===== src/hdl/spe_pkg.sv =====
// shared types and constants of the selectable prng engine
package spe_pkg;

   // algorithm codes
   localparam logic [1:0] GEN_LCG = 2'd0;
   localparam logic [1:0] GEN_XS  = 2'd1;
   localparam logic [1:0] GEN_PCG = 2'd2;
   localparam logic [1:0] GEN_SM  = 2'd3;

   // configuration register indexes
   localparam logic CSR_GEN_TYPE = 1'b0;
   localparam logic CSR_SEED     = 1'b1;

   // generator constants
   localparam logic [63:0] LCG_MOD = 64'd2147483647;
   localparam logic [63:0] LCG_MUL = 64'd48271;
   localparam logic [63:0] XS_ZERO = 64'h0000_0BAD_F00D_1234;
   localparam logic [63:0] XS_MUL  = 64'd2685821657736338717;
   localparam logic [63:0] PCG_MUL = 64'd6364136223846793005;
   localparam logic [63:0] GOLDEN  = 64'h9E37_79B9_7F4A_7C15;
   localparam logic [63:0] SM_MUL1 = 64'hBF58_476D_1CE4_E5B9;
   localparam logic [63:0] SM_MUL2 = 64'h94D0_49BB_1331_11EB;

   // start of a shared arithmetic unit
   typedef struct packed {
      logic        start;
      logic [63:0] a;
      logic [63:0] b;
   } unit_req_type;

   // completion of a shared arithmetic unit
   typedef struct packed {
      logic        done;
      logic [63:0] result;
   } unit_rsp_type;

endpackage


===== src/hdl/spe_mul64.sv =====
// 64x64 low-half multiplier built from one 32x32 multiplier over four steps
module spe_mul64 import spe_pkg::*; (
   input  logic         clock,
   input  logic         reset,
   input  unit_req_type mul_req,
   output unit_rsp_type mul_rsp
);

   logic        busy_ff, busy_in;
   logic [1:0]  step_ff, step_in;
   logic [63:0] a_ff, a_in;
   logic [63:0] b_ff, b_in;
   logic [63:0] prod_ff, prod_in;
   logic [63:0] acc_ff, acc_in;
   logic        done_ff, done_in;
   logic [31:0] op_a;
   logic [31:0] op_b;

   // operand selection per partial product
   always_comb begin
      case (step_ff)
         2'd0: begin
            op_a = a_ff[31:0];
            op_b = b_ff[31:0];
         end
         2'd1: begin
            op_a = a_ff[31:0];
            op_b = b_ff[63:32];
         end
         default: begin
            op_a = a_ff[63:32];
            op_b = b_ff[31:0];
         end
      endcase
   end

   // step sequencing and accumulation
   always_comb begin
      busy_in = busy_ff;
      step_in = step_ff;
      a_in    = a_ff;
      b_in    = b_ff;
      acc_in  = acc_ff;
      done_in = 1'b0;
      prod_in = {32'd0, op_a} * {32'd0, op_b};
      if (mul_req.start) begin
         busy_in = 1'b1;
         step_in = 2'd0;
         a_in    = mul_req.a;
         b_in    = mul_req.b;
         acc_in  = 64'd0;
      end else if (busy_ff) begin
         step_in = step_ff + 2'd1;
         case (step_ff)
            2'd0: acc_in = acc_ff;
            2'd1: acc_in = acc_ff + prod_ff;
            default: acc_in = acc_ff + {prod_ff[31:0], 32'd0};
         endcase
         if (step_ff == 2'd3) begin
            busy_in = 1'b0;
            done_in = 1'b1;
         end
      end
   end

   always_ff @(posedge clock) begin
      if (reset) begin
         busy_ff <= 1'b0;
         step_ff <= 2'd0;
         done_ff <= 1'b0;
      end else begin
         busy_ff <= busy_in;
         step_ff <= step_in;
         done_ff <= done_in;
      end
      a_ff    <= a_in;
      b_ff    <= b_in;
      prod_ff <= prod_in;
      acc_ff  <= acc_in;
   end

   assign mul_rsp.done   = done_ff;
   assign mul_rsp.result = acc_ff;

endmodule


===== config.mk =====
export PLATFORM = sky130hd
export DESIGN_NAME = spe_mul64
export DESIGN_NICKNAME = d
export VERILOG_FILES = /design/src/hdl/spe_pkg.sv /design/src/hdl/spe_mul64.sv
export SDC_FILE = /design/constraint.sdc
export NUM_CORES = 2
export LEC_CHECK = 0
export ABC_AREA = 1
export BUFFER_PORTS_ARGS = -buffer_cell sky130_fd_sc_hd__buf_2
export CAP_MARGIN = 20
export CORE_UTILIZATION = 36
export CTS_CLUSTER_SIZE = 14
export DETAILED_ROUTE_END_ITERATION = 10
export GPL_ROUTABILITY_DRIVEN = 0
export PLACE_DENSITY = 0.51
export SLEW_MARGIN = 5
export SYNTH_ARGS = -nofsm -noshare
export SYNTH_HDL_FRONTEND = slang
export SYNTH_SLANG_ARGS = --single-unit

===== constraint.sdc =====
create_clock -name clock -period 9.6 [get_ports clock]
set_clock_uncertainty 0.15 [all_clocks]
set_input_delay 0.96 -clock clock [delete_from_list [all_inputs] [get_ports clock]]
set_output_delay 0.96 -clock clock [all_outputs]
set_load 0.03 [all_outputs]

== Word level (Yosys, flattened, before mapping) ==
Index checks and enable logic that the tools add are counted.

* Bits in latches: 0
* Bits in writable memories: 0
* Register bits: 260
* ROM bits: 0
* Bits of input ports: 131
* Output and inout bits: 65
* Memories: 0
* Word-level logic and storage cells: 27

* Multipliers: 1
* Shift operators: 0
* Reductions and logical operators: 5
* Bitwise gates (word level): 2
* Div/mod/pow operators: 0
* Eq/ne operators: 2
* $lt $le $gt $ge: 0
* Add/subtract/negate cells: 3
* Multiplexer cells: 7

{| class="wikitable"
|+ Operator list
! operator !! count
|-
| $add A64 B64 Y64 || 2
|-
| $pmux W64 S2 || 1
|-
| $mul A32 B32 Y64 || 1
|-
| $mux W32 || 2
|-
| $mux W1 || 4
|-
| $reduce_or A2 Y1 || 2
|-
| $reduce_or A3 Y1 || 1
|-
| $add A2 B1 Y2 const B || 1
|-
| $eq A2 B1 Y1 const B || 1
|-
| $eq A2 B2 Y1 const B || 1
|-
| $logic_not A2 Y1 || 1
|-
| $not A1 Y1 || 2
|-
| $reduce_and A2 Y1 || 1
|}

== Logic depth before layout (Yosys ltp) ==
* Word-level depth: 4
* Depth in mapped cells: 38
* Gate-level depth less buffers: 34

== Worst setup path before layout ==
No wires, ideal clock.

* Path kind: register to register
* Start point: register step_ff[1]
* End point: register prod_ff[47]
* Required time: 9.338 ns
* Clock period less this slack: 7.274 ns
* Cell stages (with the launch flop): 36
* Arrival: 7.011 ns
* Setup time: 0.112 ns
* Path buffers: 4
* Slack: 2.326 ns
* Cell sequence: dfxtp_1 -> inv_1 -> ha_1 -> buf_6 -> nor2_8 -> inv_2 -> buf_6 -> buf_6 -> or2_1 -> o21ai_2 -> buf_6 -> nor2_1 -> fa_1 -> inv_1 -> fa_1 -> fa_1 -> fa_1 -> inv_1 -> fa_1 -> inv_1 -> fa_1 -> inv_1 -> fa_1 -> fa_1 -> ha_1 -> nand2_1 -> nor2_1 -> inv_1 -> nor2_1 -> nand4_1 -> nand3_2 -> nand2_1 -> nand2_2 -> nand3_1 -> nand3_1 -> nand2_1

* Word-level cells in the longest chain between the ends: 4
* Elaborated cells on any way between the ends: 6
* Those cells by class: 1 x mul; 1 x eq/ne; 2 x mux; 2 x reduce/logical

{| class="wikitable"
|+ Ends and longest elaborated chain
! what !! RTL line !! text
|-
| from (decl) || spe_mul64.sv:10 || <nowiki>logic [1:0] step_ff, step_in;</nowiki>
|-
| from (signal assigned) || spe_mul64.sv:73 || <nowiki>step_ff <= step_in;</nowiki>
|-
| $eq A2 B1 Y1 or $logic_not A2 Y1 (tied branches) || spe_mul64.sv:21 || <nowiki>case (step_ff)</nowiki>
|-
| $reduce_or A2 Y1 (no source line) || - ||
|-
| $mux W32 || spe_mul64.sv:21 ||
|-
| $mul A32 B32 Y64 * || spe_mul64.sv:45 || <nowiki>prod_in = {32'd0, op_a} * {32'd0, op_b};</nowiki>
|-
| named net prod_in[47] || spe_mul64.sv:13 || <nowiki>logic [63:0] prod_ff, prod_in;</nowiki>
|-
| to (signal assigned) || spe_mul64.sv:78 || <nowiki>prod_ff <= prod_in;</nowiki>
|-
| to (decl) || spe_mul64.sv:13 ||
|}

The timed path passes the listed nets; every way through them passes the cells marked *.
A chain may end at the register's enable or synchronous reset.

== Worst setup path after layout ==
* Start point: register step_ff[0]
* End point: register prod_ff[63]

The elaborated chain is that of the path after synthesis.

==> results by group <==
Synthesis
  – Register area share after synthesis: 12.95%
  – Leading area contributor after synthesis: fa_1
  – Post-synthesis cell type count: 49
  – Number of synthesized flops with an enable pin: 128
  – Syn nets: 7941
  – Mapped Cells: 6551
  – Synth Register Bits: 260
  – Post-synthesis cell area: 50110 sq um
  – Synth Area per Inst: 7.649 sq um
  – Largest family of logic cells by synthesized area: adder cells
  – Ys flop type: dfxtp_1
  – Synth top area share: 35.88%
  – Mux contribution to synthesized area: 0%
  – XOR/XNOR Fraction of Synth Area: 0.9439%
  – Synth async-reset ratio: 0%
  – Post-synthesis simple-gate area fraction: 21.87%
  – Compound-cell area share of the yosys netlist: under 10%
  – Adder-cell share of the synthesized area: 44.89%
  – Yosys warnings: 0
  – Top post-synthesis cells by area: fa_1, nand2_1, inv_1

Floorplan
  – Core area: 137800 sq um
  – Site row count: 136
  – Io pins: 196
  – Die W: 375.1 microns
  – Initial Utilization: between 30% and 40%
  – Die area: 140700 sq um
  – Die height: 375.1 microns

CTS
  – Clock sinks: 260
  – Post-cts sizing count: 0
  – # hold bufs at CTS: 0
  – TritonCTS clock tree: yes
  – CTS buffer count: 34
  – Clk Latency, worst-skew pair: 0.61 ns
  – Postcts setup bufs: 0
  – CTS max path bufs: 3
  – Reg clk slew, reported paths: 0.06 ns
  – Root Driver: clkbuf_16
  – H-tree lvl count: 2

Finish
  – Most frequent cells in the layout: nand2_1, inv_1, fa_1, nor2_1, ha_1
  – Share of post-route cells with drive strength above 1: 8.328%
  – Post-layout util: 39.66%
  – Most common cell after layout, fill and taps aside: nand2_1
  – Nets@finish: 8138
  – Area delta synth->final: 9.109%

Drt
  – Avg WL per Cell: 22.27 microns
  – Vias after detailed routing: 43.47k
  – Pre-Repair DR Iteration Count: 6
  – Antenna-violating nets left: 0
  – DRC Markers: 0
  – Vias per cell: 5.074
  – Routed wire length: around 190000 microns
  – Initial DRC Count: 3892

Timing
  – Final setup TNS: 0 ns
  – Crit share post-route: 94.97%
  – Minimum clock period: between 9 and 10 ns
  – RSZ-0062 raised after global routing: no
  – Achievable Freq: between 100 and 150 MHz
  – Slew Viols, Final: 0
  – Hold Fails Final Rpt: 0
  – Finish-stage setup viols: 0
  – Slew @ Worst Pin: 1.108 ns
  – Slew margin rel.: 26.11%

Critical path
  – Slowest stage cell, crit path: fa_1
  – Setup Crit Path Kind: flip-flop to flip-flop
  – CP Data Required Time: approximately 10 ns
  – Crit path DAT: 9.47 ns
  – R2R cell count: 29
  – CP most frequent cell: fa_1
  – Critical Path End Type: flip-flop
  – CP peak stage delay: approximately 0.59 ns
  – Crit start category: flip-flop
  – Critical path fanouts, max: 34

Global route
  – Initial antenna violation count: 10
  – Grt ovf: 0
  – GRT Overall Usage: between 20% and 30%
  – First-pass GRT wire length: ~280000 microns
  – Largest net degree at the start of global routing: 97
  – Number of global-route vias before repair: 44.05k

Hold path
  – Worst min path class: flip-flop to flip-flop
  – Hold Crit Depth: 2

Status
  – Status: complete, no violations

Placed design
  – I/O Buffers: 195
  – HPWL after detailed placement: 159300 microns

Job
  – Max Cap Viol: 0
[area by class of cell]
cell class | instances | area, sq um
Multi-Input combinational cell | 4568 | 36910
Sequential cell | 260 | 6486
Inverter | 1535 | 5762
Timing Repair Buffer | 349 | 2163
Antenna cell | 2 | 5.005
Tap cell | 1794 | 2245
Clock buffer | 44 | 939.7
Fill cell | 14430 | 83160
Clock inverter | 16 | 156.4
[path summary, 6_finish.rpt]
check                           slack, ns           to       start
worst max register to register       0.48  prod_ff[63]  step_ff[0]
worst min register to register       0.34   acc_ff[15]  acc_ff[15]
worst min-delay path                 0.34   acc_ff[15]  acc_ff[15]
worst max-delay path                 0.48  prod_ff[63]  step_ff[0]
[cell usage after synthesis (2+ instances only)]
cell,n
a211oi_1,2
a21boi_0,28
a21o_1,3
a21oi_1,236
a21oi_2,2
a21oi_4,2
a31oi_1,7
and2_1,6
and3_1,3
buf_1,3
buf_2,81
buf_4,22
buf_6,16
clkbuf_1,65
clkinv_1,6
dfxtp_1,132
edfxtp_1,128
fa_1,898
ha_1,361
inv_1,1496
inv_2,33
nand2_1,1547
nand2_2,12
nand3_1,162
nand3_2,7
nand3b_1,18
nand4_1,20
nor2_1,893
nor2_2,8
nor3_1,24
nor3_2,3
nor4_1,5
nor4_2,3
o211ai_2,2
o21a_1,5
o21ai_0,143
o21ai_1,16
o21ai_2,43
o21ai_4,3
o21bai_1,11
or2_1,13
or2_2,24
xnor2_1,12
xor2_1,42
[kinds of logic (layout without fill, tap and decap cells)]
kind of cell | after synthesis | count (layout)
AOI/OAI and AO/OA | 505 | 505
xor gates and xnor gates | 54 | 54
adders and majority gates | 1259 | 1259
buffers and inverters | 1723 | 1944
DFF | 260 | 260
other | 0 | 2
and+or+nand+nor | 2750 | 2750
[flip-flops by register name, indices dropped and copies added (netlist names)]
signal / cells
busy_ff: 1
acc_ff: 64
prod_ff: 64
a_ff: 64
done_ff: 1
b_ff: 64
step_ff: 2
[per-layer routing]
metal  global-route usage (%)  routed length [microns]  up-vias
met3                    5.297                    16430      441
met4                    13.48                    11380       10
met1                    34.88                    76590    21370
met5                        0                       62        -
met2                    44.21                    86370     1874
li1                         -                        -    19780
[critical path: cells and delay by family, from the launching register on]
kind                     cells  cell delay, ns
adder cells (fa/ha/maj)     10            5.02
AO/OA/AOI/OAI                6            1.40
buffers and inverters        7            1.30
AND/OR/NAND/NOR              6            0.63
flip-flops                   1            0.45
[stage by stage]
| stage | setup WS, ns | instance area, sq um | hold WS (ns) | std cells |
|---|---|---|---|---|
| 6_report | 0.4826 | 54670 | 0.3387 | 8568 |
| 3_3_place_gp | 0.6407 | 53570 | 0.3306 | 8506 |
| 4_1_cts | 0.5032 | 54660 | 0.3419 | 8566 |
| 3_5_place_dp | 0.5593 | 53570 | 0.3313 | 8506 |
| 5_1_grt | 0.1139 | 54660 | 0.3638 | 8566 |
| 2_1_floorplan | 2.326 | 50110 | 0.3091 | 6551 |
Power is left out: the tool's default activity adds up to more than one toggle a clock period on the data nets, which glitch-free logic cannot reach.
