**src/hdl/spe_pkg.sv**
```systemverilog
// shared types and constants of the selectable prng engine
package spe_pkg;

   // algorithm codes
   localparam logic [1:0] GEN_LCG = 2'd0;
   localparam logic [1:0] GEN_XS  = 2'd1;
   localparam logic [1:0] GEN_PCG = 2'd2;
   localparam logic [1:0] GEN_SM  = 2'd3;

   // configuration register indexes
   localparam logic CSR_GEN_TYPE = 1'b0;
   localparam logic CSR_SEED     = 1'b1;

   // generator constants
   localparam logic [63:0] LCG_MOD = 64'd2147483647;
   localparam logic [63:0] LCG_MUL = 64'd48271;
   localparam logic [63:0] XS_ZERO = 64'h0000_0BAD_F00D_1234;
   localparam logic [63:0] XS_MUL  = 64'd2685821657736338717;
   localparam logic [63:0] PCG_MUL = 64'd6364136223846793005;
   localparam logic [63:0] GOLDEN  = 64'h9E37_79B9_7F4A_7C15;
   localparam logic [63:0] SM_MUL1 = 64'hBF58_476D_1CE4_E5B9;
   localparam logic [63:0] SM_MUL2 = 64'h94D0_49BB_1331_11EB;

   // start of a shared arithmetic unit
   typedef struct packed {
      logic        start;
      logic [63:0] a;
      logic [63:0] b;
   } unit_req_type;

   // completion of a shared arithmetic unit
   typedef struct packed {
      logic        done;
      logic [63:0] result;
   } unit_rsp_type;

endpackage

```
**src/hdl/spe_div64.sv**
```systemverilog
// 64-bit restoring remainder unit, one quotient bit per cycle
module spe_div64 import spe_pkg::*; (
   input  logic         clock,
   input  logic         reset,
   input  unit_req_type div_req,
   output unit_rsp_type div_rsp
);

   logic        busy_ff, busy_in;
   logic [6:0]  cnt_ff, cnt_in;
   logic [63:0] num_ff, num_in;
   logic [63:0] den_ff, den_in;
   logic [63:0] rem_ff, rem_in;
   logic        done_ff, done_in;
   logic [64:0] trial;

   // shift in one dividend bit, subtract when it fits
   always_comb begin
      busy_in = busy_ff;
      cnt_in  = cnt_ff;
      num_in  = num_ff;
      den_in  = den_ff;
      rem_in  = rem_ff;
      done_in = 1'b0;
      trial   = {rem_ff, num_ff[63]};
      if (div_req.start) begin
         busy_in = 1'b1;
         cnt_in  = 7'd64;
         num_in  = div_req.a;
         den_in  = div_req.b;
         rem_in  = 64'd0;
      end else if (busy_ff) begin
         num_in = {num_ff[62:0], 1'b0};
         if (trial >= {1'b0, den_ff}) begin
            rem_in = 64'(trial - {1'b0, den_ff});
         end else begin
            rem_in = trial[63:0];
         end
         cnt_in = cnt_ff - 7'd1;
         if (cnt_ff == 7'd1) begin
            busy_in = 1'b0;
            done_in = 1'b1;
         end
      end
   end

   always_ff @(posedge clock) begin
      if (reset) begin
         busy_ff <= 1'b0;
         cnt_ff  <= 7'd0;
         done_ff <= 1'b0;
      end else begin
         busy_ff <= busy_in;
         cnt_ff  <= cnt_in;
         done_ff <= done_in;
      end
      num_ff <= num_in;
      den_ff <= den_in;
      rem_ff <= rem_in;
   end

   assign div_rsp.done   = done_ff;
   assign div_rsp.result = rem_ff;

endmodule

```
**config.mk**
```make
export PLATFORM = sky130hd
export DESIGN_NAME = spe_div64
export DESIGN_NICKNAME = d
export VERILOG_FILES = /design/src/hdl/spe_pkg.sv /design/src/hdl/spe_div64.sv
export SDC_FILE = /design/constraint.sdc
export NUM_CORES = 1
export LEC_CHECK = 0
export BUFFER_PORTS_ARGS = -buffer_cell sky130_fd_sc_hd__buf_2
export CAP_MARGIN = 30
export CORE_MARGIN = 8
export CORE_UTILIZATION = 35
export CTS_BUF_LIST = sky130_fd_sc_hd__clkbuf_16
export CTS_CLUSTER_DIAMETER = 80
export DETAILED_ROUTE_END_ITERATION = 8
export GPL_TIMING_DRIVEN = 0
export MAX_ROUTING_LAYER = met4
export SKIP_CTS_REPAIR_TIMING = 1
export SLEW_MARGIN = 10
export SYNTH_ARGS = -nofsm -noshare
export SYNTH_HDL_FRONTEND = slang
export SYNTH_SLANG_ARGS = --single-unit
```
**constraint.sdc**
```tcl
create_clock -name clock -period 2.75 [get_ports clock]
set_input_delay 0.1375 -clock clock [delete_from_list [all_inputs] [get_ports clock]]
set_output_delay 0.1375 -clock clock [all_outputs]
set_load 0.005 [all_outputs]
```
Yosys cells after proc, flatten, opt, wreduce, memory -nomap -nowiden
Cells that the tools add are included.

Bits in latches: 0. Memories: 0. Memory bits (writable): 0. Memory bits (read-only): 0. Register bits: 201. Input bits: 131. Output and inout bits: 65.

Multipliers: 0. Shifts and indexed selects: 0. Reductions and logical operators: 3. Div/mod/pow operators: 0. Bitwise gates (word level): 1. Mux-type cells: 9. Magnitude comparators: 1. Add/subtract/negate cells: 2. Eq/ne operators: 1.

Operators by type and width (number): two-way mux 64 bit (3); >= comparator 65 x 64 -> 1 bit (1); subtractor 64 bit (1); two-way mux 7 bit (2); equality test 7 x 1 -> 1 bit (second input constant) (1); subtractor 7 x 1 -> 7 bit (second input constant) (1); two-way mux 1 bit (4); OR reduction 3 bit (1); nonzero test 2 bit (1); OR reduction 2 bit (1); NOT 1 bit (1).

Logic depth before layout (Yosys ltp)
Gate-level depths: netlist of the first run.

Depth in word-level cells: 4. Gate-level depth with buffers: 16. Mapped depth without buffers: 15.

Worst setup path before layout of the first run
OpenSTA, ideal clock, no wires.

Path kind: flip-flop to flip-flop. Start point: register num_ff[63]. End point: register rem_ff[56]. Required time: 2.684 ns. Library setup time: 0.066 ns. Path slack: -0.255 ns. Buffers on the path: 0. Stages on the path, launching flop included: 16. Arrival time: 2.939 ns. Cells stage by stage: edfxtp_1 inv_1 ha_1 inv_1 fa_1 a21oi_1 o22ai_1 nor3b_2 o21ba_2 o21ai_2 a221oi_2 o21ai_2 a221oi_2 nor3_1 mux2_4 a21oi_2.

Word-level cells in the longest chain between the ends: 2. Elaborated cells on any way between the ends: 3. Those cells by class: 1 x add/sub; 1 x order compare; 1 x mux.

RTL lines: from (decl) (RTL line spe_div64.sv:11) `logic [63:0] num_ff, num_in;`; from (signal assigned) (RTL line spe_div64.sv:57) `num_ff <= num_in;`; subtractor 64 bit or >= comparator 65 x 64 -> 1 bit (tied branches) (RTL line spe_div64.sv:35, spe_div64.sv:34); two-way mux 64 bit (*) (RTL line spe_div64.sv:34) `if (trial >= {1'b0, den_ff}) begin`; to (signal assigned) (RTL line spe_div64.sv:59) `rem_ff <= rem_in;`; to (decl) (RTL line spe_div64.sv:13) `logic [63:0] rem_ff, rem_in;`.

Mark *: on every way between the ends. The rest lies on a longest branch, timed or not. A chain may end at the register's enable or synchronous reset.

Worst setup path in the final report of the first run
Same ends and word-level chain as after synthesis.

==> impl_results.md, run 1 <==
- Final HPWL from detailed placement: 27.2 mm
- Die Y: 200 um
- First drt pass iteration count: 7
- Yosys top cell by area: edfxtp_1
- Post-synth ARST share: 0%
- R2r setup slk: -0.63 ns
- Crit path max fanout: 3
- Port bufs: around 200
- Worst reg-to-reg path cell count: 15
- Max-Cap Viols: 0
- Worst-Skew Late Latency: between 0.5 and 0.6 ns
- Ys flop type: edfxtp_1
- Worst setup endpoint: rem_ff[56]
- Failing checks: negative setup slack
- Least-Margin Pin Slew: 0.901 ns
- YS warnings: 0
- Status: complete, but fails checks
- Mapped Area: 11900 sq um
- Critical-path cell list: inv_1 -> ha_2 -> inv_2 -> fa_2 -> a21oi_4 -> o22ai_4 -> nor3b_4 -> o21ba_4 -> o21ai_4 -> a221oi_4 -> o21ai_4 -> a221oi_4 -> nor3_2 -> mux2_4 -> a21oi_2
- Vias per cell: 5.14
- Fraction of layout cells with a size suffix above 1: 30.2%
- GPL Wtd Cong: 0.878
- Nature of the critical path startpoint: register
- Fill cells: about 3000
- Mean area per synthesized cell: 9.84 sq um
- Initial Utilization: about 35%
- Drc violations: 0
- Synthesis-stage register bit count: 201
- Setup Crit Path Kind: register to register
- CP Data Required Time: about 3.2 ns
- Die area: 40000 sq um
- Slowest cell on crit path: edfxtp_1
- Area of the multi-input gates: 6610 sq um
- Final instance area: 16900 sq um
- Area delta synth->final: 42.0%
- Clk pin slew, worst setup/hold paths: ~0.06 ns
- Root Driver: clkbuf_16
- Tot GR Track Use: 17.4%
- # IOs: 196
- Worst clock skew: 0.00937 ns
- Core area: 33400 sq um
- Clk sink count: around 200
- Sequential area share after synthesis: 44.7%
- Pwr/cell area: 587 nW/um^2
- Max frequency: 0.296 GHz
- Reg2Reg Launch Point: num_ff[63]
- Period Utilization, post-route: 123%
- Critical Path Start: num_ff[63]
- Num CTS Buffers: 25
- Hold Vio Cnt, Final: 0
- Final worst slack: -0.633 ns
- Slew HR: between 30% and 40%
- Vias in the first global route: 9943
- CP endpoint kind: register
- Maximum vdd drop: 0.582 mV
- GRT overflow: 0
- Routed WL: 38.4 mm
- Antenna-violating nets left: 0
- CP arrival: between 3 and 4 ns
- Worst slack, placed: -0.727 ns
- Setup violations, final: 64
- Register Area: 5310 sq um
- Detailed Route Iter0 Violations: 808
- Critical path depth: 15
- H-tree depth reported by CTS: 1
- Initial antenna violation count: 6
- Largest net degree at the start of global routing: 65
- Lkg Pwr: 7.19 nW
- Clk buf depth: 3
- Hold Crit Class: primary input to register
- Fin. max-slew vios: 0
- RSZ-0062 raised after global routing: yes
- Top-area cell type share of the netlist area: 32.4%
- Min Tclk post-route: 3.38 ns
- Global-route wire length before repair: 55.2 mm
- Netlist cell types: 68
- Std-Cell Rows: 67
- Mapped Cells: ~1200
- TritonCTS clock tree: built
- Crit-path max cell delay: roughly 0.44 ns
- Crit path max-delay family: compound AO/OA/AOI/OAI gates
- Drt wl/cell: 18.6 um
- Largest cells by area after synthesis: edfxtp_1 (32%), dfxtp_1 (12%), ha_1 (7.0%)
- Die X: 200 um
- Post-synth EDFFs: 128
- Synthesized Nets: 1404
- Post-DP Area: 13500 sq um
- RR Endpoint: rem_ff[56]
- Critical path buffers and inverters: 2
- Nets: about 1800
- Via Count: 10600
[power breakdown]
group | total (mW) | switching, mW | internal (mW)
Sequential | 3.66 | 0.156 | 3.50
Combinational | 2.54 | 1.36 | 1.18
Clock | 3.69 | 1.37 | 2.33
Total | 9.90 | 2.89 | 7.01
[kinds of logic after synthesis]
kind of cell	count (synthesis)	share of synthesized area, %
AO/OA/AOI/OAI	337	18.9
AND/OR/NAND/NOR	299	11.4
flip-flops	201	44.7
buffers and inverters	154	5.24
multiplexers	85	7.96
adder cells (fa/ha/maj)	67	7.13
XOR/XNOR	63	4.65
[registers in the layout, indices dropped and copies added (netlist names)]
| signal | flops |
|---|---|
| busy_ff | 1 |
| cnt_ff | 7 |
| den_ff | 64 |
| done_ff | 1 |
| num_ff | 64 |
| rem_ff | 64 |
[layout make-up]
type	count	share of cell area, %
multi-input cells	851	39.2
flip-flops and latches	201	31.5
repair buffers	368	16.3
clock buffers	25	3.71
well taps	448	3.33
plain buffers	55	2.15
inverters	88	1.99
clock inverters	21	1.77
diodes	6	0.0891
[cells in the mapped netlist, drive strengths merged (20+ instances only)]
library cell  instances
a21o                 37
a211oi               54
xor2                 30
a21oi               128
mux2                 69
nand4                20
xnor2                33
dfxtp                73
ha                   66
edfxtp              128
inv                  88
o21ai                47
nand2                66
clkbuf               53
nor2                139
[layer usage]
metal,wire length (um),global-route usage (%),up-vias
li1,-,-,5160
met1,16800,21.3,5057
met2,18100,27.1,325
met3,2430,6.18,69
met4,1010,4.26,0
met5,0,-,-
[how the worst min path moves through the flow]
stage	from	endpoint	slack, ns	depth (start not counted)
3_3_place_gp	div_req[61]	den_ff[61]	0.32	1
6_report	div_req[128]	den_ff[15]	0.07	1
3_5_place_dp	div_req[11]	den_ff[11]	0.32	1
4_1_cts	div_req[38]	den_ff[38]	-0.26	1
5_1_grt	div_req[128]	den_ff[15]	0.08	1
2_1_floorplan	reset	busy_ff	0.21	1
[metrics by stage]
stage	power [mW]	cells	setup TNS [ns]	utilization (%)	hold slack, ns
2_1_floorplan	5.09	1206	-0.191	-	0.210
3_3_place_gp	5.68	1849	-200.94	40.4	0.316
3_5_place_dp	5.70	1850	-55.96	40.4	0.316
4_1_cts	9.42	1896	-36.46	43.2	-0.260
5_1_grt	10.4	2063	-31.56	50.4	0.0752
6_report	9.90	2063	-23.19	50.4	0.0697
[placed cells by master, fill, tap and decap left out, types with 14 or more instances in the layout]
cell	instances
nand4_1	20
a21oi_2	17
xnor2_1	33
dlygate4sd3_1	129
xor2_1	29
edfxtp_1	128
o21ai_0	26
clkbuf_16	29
inv_1	88
ha_1	49
nor2_1	135
clkbuf_1	32
a21oi_1	103
a211oi_1	50
mux2i_1	15
o21bai_1	16
nand2_1	63
mux2_2	63
buf_2	194
buf_4	36
dfxtp_1	70
o21ai_1	14
a21o_1	37
No activity file was read; power rests on OpenSTA's default activity.
==> inputs of run 2 (changes only) <==
--- a/config.mk
+++ b/config.mk
@@ -14,8 +14,9 @@
 export DETAILED_ROUTE_END_ITERATION = 8
 export GPL_TIMING_DRIVEN = 0
 export MAX_ROUTING_LAYER = met4
+export REMOVE_ABC_BUFFERS = 1
 export SKIP_CTS_REPAIR_TIMING = 1
-export SLEW_MARGIN = 10
+export SLEW_MARGIN = 5
 export SYNTH_ARGS = -nofsm -noshare
 export SYNTH_HDL_FRONTEND = slang
 export SYNTH_SLANG_ARGS = --single-unit
==> run 2 against run 1 <==
The flow still finishes with violations (negative setup slack). Critical path depth unchanged. Clock skew increased by 0.0021 ns. Total power decreased by 0.50%. Largest cell class unchanged. Via count decreased by 1.6%. Critical endpoint unchanged.
==> impl_results.md, run 2 (synthesis gave the netlist of run 1 again) <==
- Status: complete, but fails checks
- Failing checks: negative setup slack
- H-tree depth reported by CTS: 1 (unchanged)
- Fin. max-slew vios: 0 (unchanged)
- Int Power: 6.93 mW (-1.2%)
- CP arrival: 3.80 ns (-0.07 ns)
- Fill cells: 2956 (-3.6%)
- Total power: 9.85 mW (-0.50%)
- Max frequency: 0.297 GHz (+0.48%)
- Port bufs: 195 (unchanged)
- RSZ-0062 raised after global routing: yes
- Top Registers: den_ff x64, num_ff x64, rem_ff x64
- First drt pass iteration count: 5 (-2)
- Met2 wire length: 17.3 mm (-4.7%)
- GPL Wtd Cong: 0.885 (+0.79%)
- Tot GR Track Use: 15.6% (-1.8 points)
- Setup Crit Path Kind: register to register
- WHS Path Cells: 2 (+1)
- Met3 routed WL: 2.09 mm (-14%)
- Hold Vio Cnt, Final: 0 (unchanged)
- Final instance area: 17300 sq um (+2.8%)
- Die X: 200 um (unchanged)
- Nets: 1768 (-1.1%)
- Critical Path Start: den_ff[3]
- Pwr/cell area: 568 nW/um^2 (-3.2%)
- Post-DP Area: 13300 sq um (-1.9%)
- Reg2Reg Launch Point: den_ff[3]
- Length of routed wiring on met1: 16.3 mm (-3.1%)
- Std-Cell Rows: 67 (unchanged)
- Routed WL: 36.5 mm (-4.8%)
- Root Driver: clkbuf_16
- Least-Margin Pin Slew: 0.868 ns (-0.0330 ns)
- Drc violations: 0 (unchanged)
- Sequential group share of total power: 37.3% (+0.3 points)
- Worst reg-to-reg path cell count: 15 (unchanged)
- Final worst slack: -0.617 ns (+0.0161 ns)
- Lkg Pwr: 7.33 nW (+1.9%)
- Most common cell after layout, fill and taps aside: buf_2
- Slowest cell on crit path: or3_4
- Vias in the first global route: 9419 (-5.3%)
- CP endpoint kind: register
- R2r setup slk: -0.62 ns (+0.02 ns)
- Setup TNS: -23.26 ns (-0.0661 ns)
- Most numerous cell on the critical path: a21oi_2
- CP Data Required Time: 3.18 ns (-0.05 ns)
- Worst setup endpoint: rem_ff[56]
- Clk sink count: 201 (unchanged)
- Fraction of layout cells with a size suffix above 1: 35.9% (+5.7 points)
- Maximum vdd drop: 0.467 mV (-20%)
- Die Y: 200 um (unchanged)
- Clk pin slew, worst setup/hold paths: 0.06 ns (about the same)
- # IOs: 196 (unchanged)
- Critical-path cell list: inv_2 -> ha_4 -> a21o_1 -> a21oi_2 -> a21oi_2 -> or3_4 -> a21oi_4 -> a21oi_4 -> a31oi_4 -> clkbuf_16 -> buf_16 -> buf_16 -> mux2_1 -> a21oi_2 -> a21oi_2
- Nature of the critical path startpoint: register
- Crit path max-delay family: compound AO/OA/AOI/OAI gates
- Highest routed layer: met4
- Period Utilization, post-route: 122% (-0.59 points)
- Slew HR: 42.1% (+2.2 points)
- Die area: 40000 sq um (unchanged)
- Vias per cell: 5.11 (-0.56%)
- GRT overflow: 0 (unchanged)
- Area of the multi-input gates: 7020 sq um (+6.2%)
- Antenna-violating nets left: 0 (unchanged)
- Max-Cap Viols: 0 (unchanged)
- Critical path depth: 15 (unchanged)
- Register Area: 5310 sq um (about the same)
- Sw Share: 29.7% (+0.52 points)
- Initial antenna violation count: 4 (-2)
- Initial Utilization: 35.5% (unchanged)
- Worst clock skew: 0.0115 ns (+0.00210 ns)
- Setup violations, final: 64 (unchanged)
- Clk pwr share: 35.3% (-2.0 points)
- Worst slack, placed: -1.47 ns (-0.739 ns)
- Min Tclk post-route: 3.37 ns (-0.0161 ns)
- Drt wl/cell: 17.9 um (-3.8%)
- Critical path buffers and inverters: 4 (+2)
- Crit-path max cell delay: 0.41 ns (-0.03 ns)
- Worst-Skew Late Latency: 0.54 ns (about the same)
- Most frequent cells in the layout: buf_2 (194), dlygate4sd3_1 (129), edfxtp_1 (128)
- Psw: 2.92 mW (+1.3%)
- Hold Crit Class: primary input to register
- Crit path max fanout: 7 (+4)
- Largest net degree at the start of global routing: 119 (+83%)
- Final HPWL from detailed placement: 23.8 mm (-13%)
- Detailed Route Iter0 Violations: 444 (-45%)
- Clk buf depth: 3 (unchanged)
- Via Count: 10400 (-1.6%)
- RR Endpoint: rem_ff[56]
- Area delta synth->final: 46.0%
- Core area: 33400 sq um (unchanged)
- Global-route wire length before repair: 50.5 mm (-8.6%)
- TritonCTS clock tree: built
- Num CTS Buffers: 25 (unchanged)
- Comb power frac: 27.4% (+1.7 points)
run 2: changes by cell type in the layout (fill, tap and decap cells not counted), sizes merged:
cell / change
clkbuf: -37
diode: -2
clkinvlp: -1
a31oi: +1
bufinv: -2
clkinv: +3
buf: +16
run 2: worst min path at each step:
stage / to / from / slack [ns]
3_3_place_gp: den_ff[40] / div_req[40] / 0.32
6_report: rem_ff[34] / div_req[128] / 0.20
5_1_grt: den_ff[4] / div_req[128] / 0.22
2_1_floorplan: rem_ff[59] / div_req[128] / 0.20
3_5_place_dp: den_ff[61] / div_req[61] / 0.32
4_1_cts: den_ff[55] / div_req[55] / -0.26
run 2: final cells by class:
class | instances | share of cell area (%)
repair buffers | 402 | 18.7
multi-input cells | 852 | 40.5
clock inverters | 21 | 1.37
inverters | 88 | 1.91
diodes | 4 | 0.0578
flip-flops and latches | 201 | 30.7
clock buffers | 25 | 3.61
well taps | 448 | 3.24
run 2: power groups by stage:
| stage | logic [mW] | registers, mW | clock network (mW) |
|---|---|---|---|
| after floorplan | 1.31 | 3.70 | 0 |
| after global placement | 1.86 | 3.74 | 0 |
| after detailed placement | 1.91 | 3.72 | 0 |
| after CTS | 1.91 | 3.66 | 3.60 |
| after global routing | 2.93 | 3.71 | 3.71 |
| final | 2.69 | 3.67 | 3.48 |
run 2: layer usage:
layer | vias up | GRT usage (%)
met3 | 57 | 5.62
met5 | - | -
met1 | 4974 | 19.5
li1 | 5125 | -
met2 | 283 | 24.0
met4 | 0 | 3.47
run 2: metrics by stage:
| step | instances | util [%] | hold slack, ns |
|---|---|---|---|
| final | 2041 | 51.8 | 0.200 |
| after global routing | 2041 | 51.8 | 0.223 |
| after CTS | 1835 | 42.2 | -0.264 |
| after detailed placement | 1789 | 39.7 | 0.316 |
| after global placement | 1783 | 39.2 | 0.315 |
| after floorplan | 1140 | - | 0.204 |
==> inputs of run 3 (changes only) <==
--- a/config.mk
+++ b/config.mk
@@ -16,6 +16,7 @@
 export MAX_ROUTING_LAYER = met4
 export REMOVE_ABC_BUFFERS = 1
 export SKIP_CTS_REPAIR_TIMING = 1
+export SKIP_LAST_GASP = 1
 export SLEW_MARGIN = 5
 export SYNTH_ARGS = -nofsm -noshare
 export SYNTH_HDL_FRONTEND = slang
==> constraint.sdc (replaced) <==
create_clock -name clock -period 2.92 [get_ports clock]
set_input_delay 0.146 -clock clock [delete_from_list [all_inputs] [get_ports clock]]
set_output_delay 0.146 -clock clock [all_outputs]
set_load 0.005 [all_outputs]
==> run 3 against run 2 <==
The flow still finishes with violations (negative setup slack). Total power down 6.3%. Core utilization down 0.48 points. Fmax up 0.27%. Non-clock buffer count down 1. Wire length about the same. Critical path type unchanged. Critical endpoint unchanged. Highest routed layer unchanged.
==> impl_results.md, run 3 (synthesis gave the netlist of run 1 again) <==
- Status: complete, but fails checks
- Failing checks: negative setup slack
- Total power: 9.23 mW (-6.3%)
- Root Driver: clkbuf_16
- Setup TNS: -12.68 ns (+10.58 ns)
- Worst-Skew Late Latency: 0.54 ns (about the same)
- RSZ-0062 raised after global routing: yes
- GPL Wtd Cong: 0.885 (unchanged)
- Hold Vio Cnt, Final: 0 (unchanged)
- Clk buf depth: 3 (unchanged)
- Crit-path max cell delay: 0.41 ns (about the same)
- Most frequent cells in the layout: buf_2 (194), dlygate4sd3_1 (129), edfxtp_1 (128)
- Min Tclk post-route: 3.36 ns (-0.00907 ns)
- Utilization after layout: 51.3% (-0.48 points)
- Die area: 40000 sq um (unchanged)
- Port bufs: 195 (unchanged)
- Crit path max fanout: 7 (unchanged)
- Via Count: 10500 (+0.36%)
- Register Area: 5310 sq um (unchanged)
- Area of the multi-input gates: 6890 sq um (-1.8%)
- Detailed Route Iter0 Violations: 466 (+5.0%)
- Period Utilization, post-route: 115% (-7.4 points)
- Vias per cell: 5.14 (+0.41%)
- Max-Cap Viols: 0 (unchanged)
- Clk pin slew, worst setup/hold paths: 0.06 ns (about the same)
- Final instance area: 17200 sq um (-0.93%)
- Critical path depth: 15 (unchanged)
- Worst clock skew: 0.00988 ns (-0.00159 ns)
- Drt wl/cell: 17.9 um (about the same)
- Lkg Pwr: 7.26 nW (-0.88%)
- Critical path buffers and inverters: 4 (unchanged)
- GRT overflow: 0 (unchanged)
- Max frequency: 0.298 GHz (+0.27%)
- WHS Path Cells: 2 (unchanged)
- CP arrival: 3.79 ns (about the same)
- Vias in the first global route: 9419 (unchanged)
- TritonCTS clock tree: built
- Nets: 1767 (-0.057%)
- Final worst slack: -0.438 ns (+0.179 ns)
- Most numerous cell on the critical path: a21oi_2
- Drc violations: 0 (unchanged)
- Crit path max-delay family: compound AO/OA/AOI/OAI gates
- Global-route wire length before repair: 50.5 mm (unchanged)
- Die X: 200 um (unchanged)
- Pwr/cell area: 538 nW/um^2 (-5.4%)
- Critical-path cell list: inv_2 -> ha_4 -> a21o_1 -> a21oi_2 -> a21oi_2 -> or3_4 -> a21oi_4 -> a21oi_4 -> a31oi_4 -> clkbuf_16 -> buf_16 -> buf_16 -> mux2_1 -> a21oi_2 -> a21oi_2
- Fraction of layout cells with a size suffix above 1: 34.2% (-1.7 points)
- Hold Crit Class: primary input to register
- Maximum vdd drop: 0.445 mV (-4.8%)
- Slowest cell on crit path: or3_4
- Antenna-violating nets left: 0 (unchanged)
- CP Data Required Time: 3.35 ns (+0.17 ns)
- Core area: 33400 sq um (unchanged)
- Num CTS Buffers: 25 (unchanged)
- Most common cell after layout, fill and taps aside: buf_2
- Clk sink count: 201 (unchanged)
- Initial Utilization: 35.5% (unchanged)
- Setup Crit Path Kind: register to register
- Slew HR: 42.3% (+0.18 points)
- Die Y: 200 um (unchanged)
- Least-Margin Pin Slew: 0.865 ns (-0.00266 ns)
- Fill cells: 2975 (+0.64%)
- # placed instances: 1789 (unchanged)
- Std-Cell Rows: 67 (unchanged)
- First drt pass iteration count: 5 (unchanged)
- H-tree depth reported by CTS: 1 (unchanged)
- Top Registers: den_ff x64, num_ff x64, rem_ff x64
- Final HPWL from detailed placement: 23.8 mm (unchanged)
- Post-DP Area: 13300 sq um (unchanged)
- Area delta synth->final: 44.7%
- Layout Cells excl Fill: 2040 (-0.049%)
- Tot GR Track Use: 15.6% (unchanged)
- Initial antenna violation count: 4 (unchanged)
- CP endpoint kind: register
- Worst reg-to-reg path cell count: 15 (unchanged)
- Nature of the critical path startpoint: register
- Fin. max-slew vios: 0 (unchanged)
- # IOs: 196 (unchanged)
- Largest net degree at the start of global routing: 119 (unchanged)
- Routed WL: 36.5 mm (about the same)
- Setup violations, final: 53 (-17%)
## run 3: cell count changes in the layout (fill, tap and decap cells not counted), sizes merged
cell,previous run,this run
buf,267,266
## run 3: worst paths after layout
kind | start | end | slack [ns]
setup / recovery | den_ff[3] | rem_ff[56] | -0.44
hold / removal | div_req[128] | rem_ff[34] | 0.19
setup reg to reg | den_ff[3] | rem_ff[56] | -0.44
hold reg to reg | rem_ff[46] | rem_ff[46] | 0.52
## run 3: power by group
| part | switching, mW | internal (mW) | total (mW) |
|---|---|---|---|
| clock | 1.28 | 2.00 | 3.28 |
| sequential | 0.159 | 3.30 | 3.46 |
| combinational | 1.29 | 1.20 | 2.49 |
## run 3: area by class of cell
type                       count  area share (%)
antenna                        4          0.0583
clock buffer                  25            3.64
clock inverter                21            1.38
inverter                      88            1.92
multi-input combinational    852            40.1
sequential                   201            30.9
tap                          448            3.27
timing repair buffer         401            18.6
## run 3: metrics by stage
stage	worst slack (ns)	hold slack (ns)
after floorplan	-1.41	0.212
after global placement	-3.44	0.324
after detailed placement	-1.30	0.324
after CTS	-1.31	-0.256
after global routing	-0.501	0.231
final	-0.438	0.195
## run 3: metal layers
layer  routed length (um)  vias up  GRT usage, %
met5                    0        -             -
met1                16400     4982          19.5
met3                 2100       56          5.62
met4                  850        0          3.47
met2                17100      311          24.0
li1                     -     5128             -
